$ cat src/hw/rtl/qtns_fifo.sv
// ----------------------------------------------------------------------------
// qtns_fifo: two-entry word queue
// Decouples the pipeline sections; push and pop may happen in one cycle.
// ----------------------------------------------------------------------------
module qtns_fifo #(
  parameter int W = 8
) (
  input  logic         clk,
  input  logic         rst_n,
  input  logic         push,
  input  logic [W-1:0] wdata,
  output logic         full,
  input  logic         pop,
  output logic [W-1:0] rdata,
  output logic         empty
);

  logic [W-1:0] mem [0:1];
  logic         wp_r, wp_nxt;
  logic         rp_r, rp_nxt;
  logic [1:0]   cnt_r, cnt_nxt;
  logic         do_push, do_pop;

  assign full    = (cnt_r == 2'd2);
  assign empty   = (cnt_r == 2'd0);
  assign do_push = push && !full;
  assign do_pop  = pop && !empty;
  assign rdata   = mem[rp_r];

  always_comb begin
    wp_nxt  = do_push ? ~wp_r : wp_r;
    rp_nxt  = do_pop ? ~rp_r : rp_r;
    cnt_nxt = cnt_r + 2'(do_push) - 2'(do_pop);
  end

  always_ff @(posedge clk) begin
    if (!rst_n) begin
      wp_r  <= 1'b0;
      rp_r  <= 1'b0;
      cnt_r <= 2'd0;
    end else begin
      wp_r  <= wp_nxt;
      rp_r  <= rp_nxt;
      cnt_r <= cnt_nxt;
    end
  end

  always_ff @(posedge clk) begin
    if (do_push) begin
      mem[wp_r] <= wdata;
    end
  end

endmodule

$ cat config.mk
export PLATFORM = sky130hd
export DESIGN_NAME = qtns_fifo
export DESIGN_NICKNAME = d
export VERILOG_FILES = /design/src/hw/rtl/qtns_fifo.sv
export SDC_FILE = /design/constraint.sdc
export NUM_CORES = 1
export LEC_CHECK = 0
export ABC_AREA = 0
export BUFFER_PORTS_ARGS = -buffer_cell sky130_fd_sc_hd__buf_2
export CORE_UTILIZATION = 52
export CTS_CLUSTER_DIAMETER = 80
export CTS_CLUSTER_SIZE = 14
export DETAILED_ROUTE_END_ITERATION = 10
export PLACE_DENSITY = 0.81
export REMOVE_ABC_BUFFERS = 1
export SYNTH_ARGS = -nofsm -noshare
export SYNTH_HDL_FRONTEND = slang
export SYNTH_SLANG_ARGS = --single-unit
$ cat constraint.sdc
create_clock -name clk -period 3.4 [get_ports clk]
set_input_delay 0 -clock clk [delete_from_list [all_inputs] [get_ports clk]]
set_output_delay 0 -clock clk [all_outputs]
set_load 0.1 [all_outputs]
* Word level (Yosys, flattened, before mapping) *
Memories as Yosys holds them, arrays and structs flattened. A register that Yosys moved wholly into a read port is not among the register bits.
Cells that the tools add are included.

cells by class
  $add $sub $neg = 2
  eq/ne operators = 1
  mux-type cells = 4
  bitwise operators = 2
  reduce and logical (&&, ||, !) cells = 5

operators by type and width
  operator            count
  $mux 1              4
  $add 2x1->2         1
  $eq 2x2->1 const B  1
  $logic_and 1x1->1   2
  $logic_not 1->1     2
  $logic_not 2->1     1
  $not 1->1           2
  $sub 2x1->2         1

storage, ports and cells
  bits in registers = 4
  memory bits (writable) = 16
  input bits = 12
  output and inout port bits = 10
  word-level logic and storage cells = 18
  memories kept = 1

memories
  memory  words  bits a word  rd ports  clocked after Yosys merged registers in  wr ports  line  RTL
  mem     2      8            1         1                                        1         18    logic [W-1:0] mem [0:1];

* Logic depth before layout (Yosys ltp) *
  depth after elaboration = 5
  depth in mapped cells = 8
  mapped depth without buffers = 8

* Worst setup path before layout *
Ideal clock, no wire load.

  path kind = flip-flop to output port
  start point = reg cnt_r[1]
  end point = out empty
  arrival = 1588 ps
  required time = 3400 ps
  path slack = 1812 ps
  stages on the path, launching flop included = 2
  path buffers = 0
  path through = dfxtp_1 -> nor2_1

between the ends
  cells in the longest elaborated chain, start to end = 1

RTL lines
  what                      line  RTL
  start: declaration        21    logic [1:0] cnt_r, cnt_nxt;
  start signal: assignment  44    cnt_r <= cnt_nxt;
  $logic_not 2->1           25    assign empty = (cnt_r == 2'd0);
  end: declaration          15    output logic empty

No other way between the ends.

* Final worst setup path *
  start point = reg cnt_r[0]
  end point = reg cnt_r[1]

between the ends
  cells in the longest elaborated chain, start to end = 5
  elaborated cells on any way between the ends = 8

RTL lines
  what               line  RTL
  $eq 2x2->1         24    assign full = (cnt_r == 2'd2);
  $logic_not 1->1    26    assign do_push = push && !full;
  $logic_and 1x1->1  26
  $add 2x1->2        33    cnt_nxt = cnt_r + 2'(do_push) - 2'(do_pop);
  $sub 2x1->2 (*)    33

Every way passes the cells marked *; elsewhere a longest branch is shown, timed or not.
A chain may end at the register's enable or synchronous reset.

==> metrics.csv <==
metric;value;unit
status;finished clean;
slew_headroom;58.0;%
hold_path_class;in -> reg;
drt_pass1_iterations;4;
ys_ff_latch;21;
grt_use_total;16.9;%
synth-xor-area-share;2.16;%
dieArea;1720;um2
synthesis.area;812;um2
layout_setup_ws;1.73;ns
clock_latency;0.29;ns
postRouteAntennaNets;0;
min_from;push;
place_ws;1.73;ns
period_minus_slack;1.67;ns
synth-adder-area-share;3.08;%
cp-start-kind;flop;
hold_viol;0;
critPathBufInv;1;
required;3.62;ns
syn_inst;52;
crit_path_end_kind;flop;
async_flop_share;0;%
synthMostInstantiatedCell;edfxtp_1;
finalSetupTns;0;ns
drv_cap;0;
grt_pass1_vias;501;
routed_wl;1270;um
cp_cell_sequence;nand2b_1, nand2_1, ha_1, inv_1, ha_1, xor2_1, and2_2, nor3_1;
num_antenna_cells;0;
hold_path_depth;3;
synth_area_per_cell;15.6;um2
period_share;49.1;%
vias_per_cell;4.97;
port_buffers;21;
cp_slowest_cell;dfxtp_1;
dp_hpwl;828;um
fp.dieH;41.5;um
die_w;41.5;um
grt_pass1_wl;2120;um
r2r_end;cnt_r[1];
cts-root-buf;clkbuf_4;
max-clock-path-buffers;2;
core_area;1380;um2
ys_types;17;
critical_path.top_delay_family;simple AND/OR/NAND/NOR gates;
path_clk_slew;0.11;ns
cts_buffers;3;
setup_viol;0;
globalplace.congestion;0.661;
yosys_warnings;0;
drive_gt1_share;40.0;%
fin_nets;100;
io_pins;22;
htreeDepth;1;
post_cts_buffers;0;
drtIter0Drc;5;
crit_fanout;4;
yosysTopAreaCellShare;59.2;%
clock_skew;0.00472;ns
dpl_cell_area;931;um2
r2r_start;cnt_r[0];
antenna_found_initial;0;
path_common_cell;ha_1;
grt_start_max_net_pins;12;
reg2reg_slack;1.73;ns
rsz0062_at_grt;false;
yosysTopAreaCell;edfxtp_1;
slew_viol_final;0;
whs_endpoint;wp_r;
hold_slack;0.0474;ns
synth_edf_count;16;
floorplan.initialDensity;58.7;%
cts_sinks;21;
synth_ff_type;edfxtp_1;
ys_seq_area_share;71.5;%
synthTopCellsByArea;edfxtp_1 (59%), dfxtp_1 (12%), mux2_2 (11%);
vias;497;
synth_compound_area_share;1.08;%
wl_per_cell;12.7;um
tightest_slew;0.628;ns
cts_tree;done;
worstRegToRegCells;8;
cts_resized;0;
final_area;1050;um2
worstPathArrival;1.89;ns
synth_common_cells;edfxtp_1 (16), mux2_2 (8), dfxtp_1 (5), nor2_1 (5), inv_1 (3);
muxShareOfSynthArea;12.3;%
rows;13;
slowest_delay;0.38;ns
drc;0;
synth_top_family_by_area;multiplexers;
synth-simple-area-share;7.86;%
grt.overflow.total;0;
crit_type;reg -> reg;
area_growth;29.0;%
max_freq;0.599;GHz
==> routing by layer <==
metal	share of wire, %	up-vias	GRT usage (%)
met5	0	-	0
met4	0.79	0	7.74
met3	3.1	2	3.91
met2	54	14	30.6
met1	42	232	18.3
li1	-	249	-
==> cell usage in the layout (no fill, tap or decap) <==
master and instances:
nor3_1 1, dfxtp_1 5, clkbuf_1 1, xor2_1 1
mux2i_1 1, xnor2_1 1, o21a_2 1, dlygate4sd3_1 9
edfxtp_1 16, clkbuf_4 3, nand2b_1 2, mux2_2 8
inv_1 3, and2_1 1, nand2_1 2, buf_2 21
and2_2 1, nor2_1 5, and3_1 1, ha_1 2
==> worst register-to-register path: cells and delay by family (launching register included) <==
family	cells	cell delay (ns)
buffers and inverters	1	0.04
flip-flops	1	0.38
XOR/XNOR	1	0.15
AND/OR/NAND/NOR	4	0.58
adder cells (fa/ha/maj)	2	0.47
==> state kept, by name, summed over array words and instances (netlist names), named ones only <==
register,cells
rp_r,1
cnt_r,2
wp_r,1
mem,16
==> cell families (layout without fill, tap and decap cells) <==
group                      Yosys count  count (layout)
DFF                                 21              21
adders and majority gates            2               2
and+or+nand+nor                     13              13
AOI/OAI and AO/OA                    1               1
xor gates and xnor gates             2               2
muxes                                9               9
buffers and inverters                4              37
==> layout make-up <==
type	instances	area, um2
well taps	15	18.8
fillers	94	335
multi-input cells	27	215
inverters	3	11.3
flip-flops and latches	21	581
repair buffers	30	195
clock buffers	4	26.3
==> timing repair <==
item / in CTS / in global routing
hold buffers: 9 / 0
setup endpoints to repair: 0 / 0
hold endpoints to repair: 21 / 0
==> how the worst max path moves through the flow <==
| stage | from | endpoint | depth (start not counted) |
|---|---|---|---|
| 4_1_cts | cnt_r[0] | cnt_r[1] | 8 |
| 3_5_place_dp | cnt_r[0] | cnt_r[1] | 8 |
| 3_3_place_gp | cnt_r[0] | cnt_r[1] | 8 |
| 6_report | cnt_r[0] | cnt_r[1] | 8 |
| 2_1_floorplan | cnt_r[1] | empty | 1 |
| 5_1_grt | cnt_r[0] | cnt_r[1] | 8 |
==> through the flow <==
step           cells  utilization (%)
3_5_place_dp      87             67.3
6_report         100             75.7
4_1_cts          100             75.7
3_3_place_gp      87             67.3
5_1_grt          100             75.7
2_1_floorplan     51                -
Power is not shown: default switching activity piles up to over one toggle a cycle in this logic, so the estimate is an artifact.
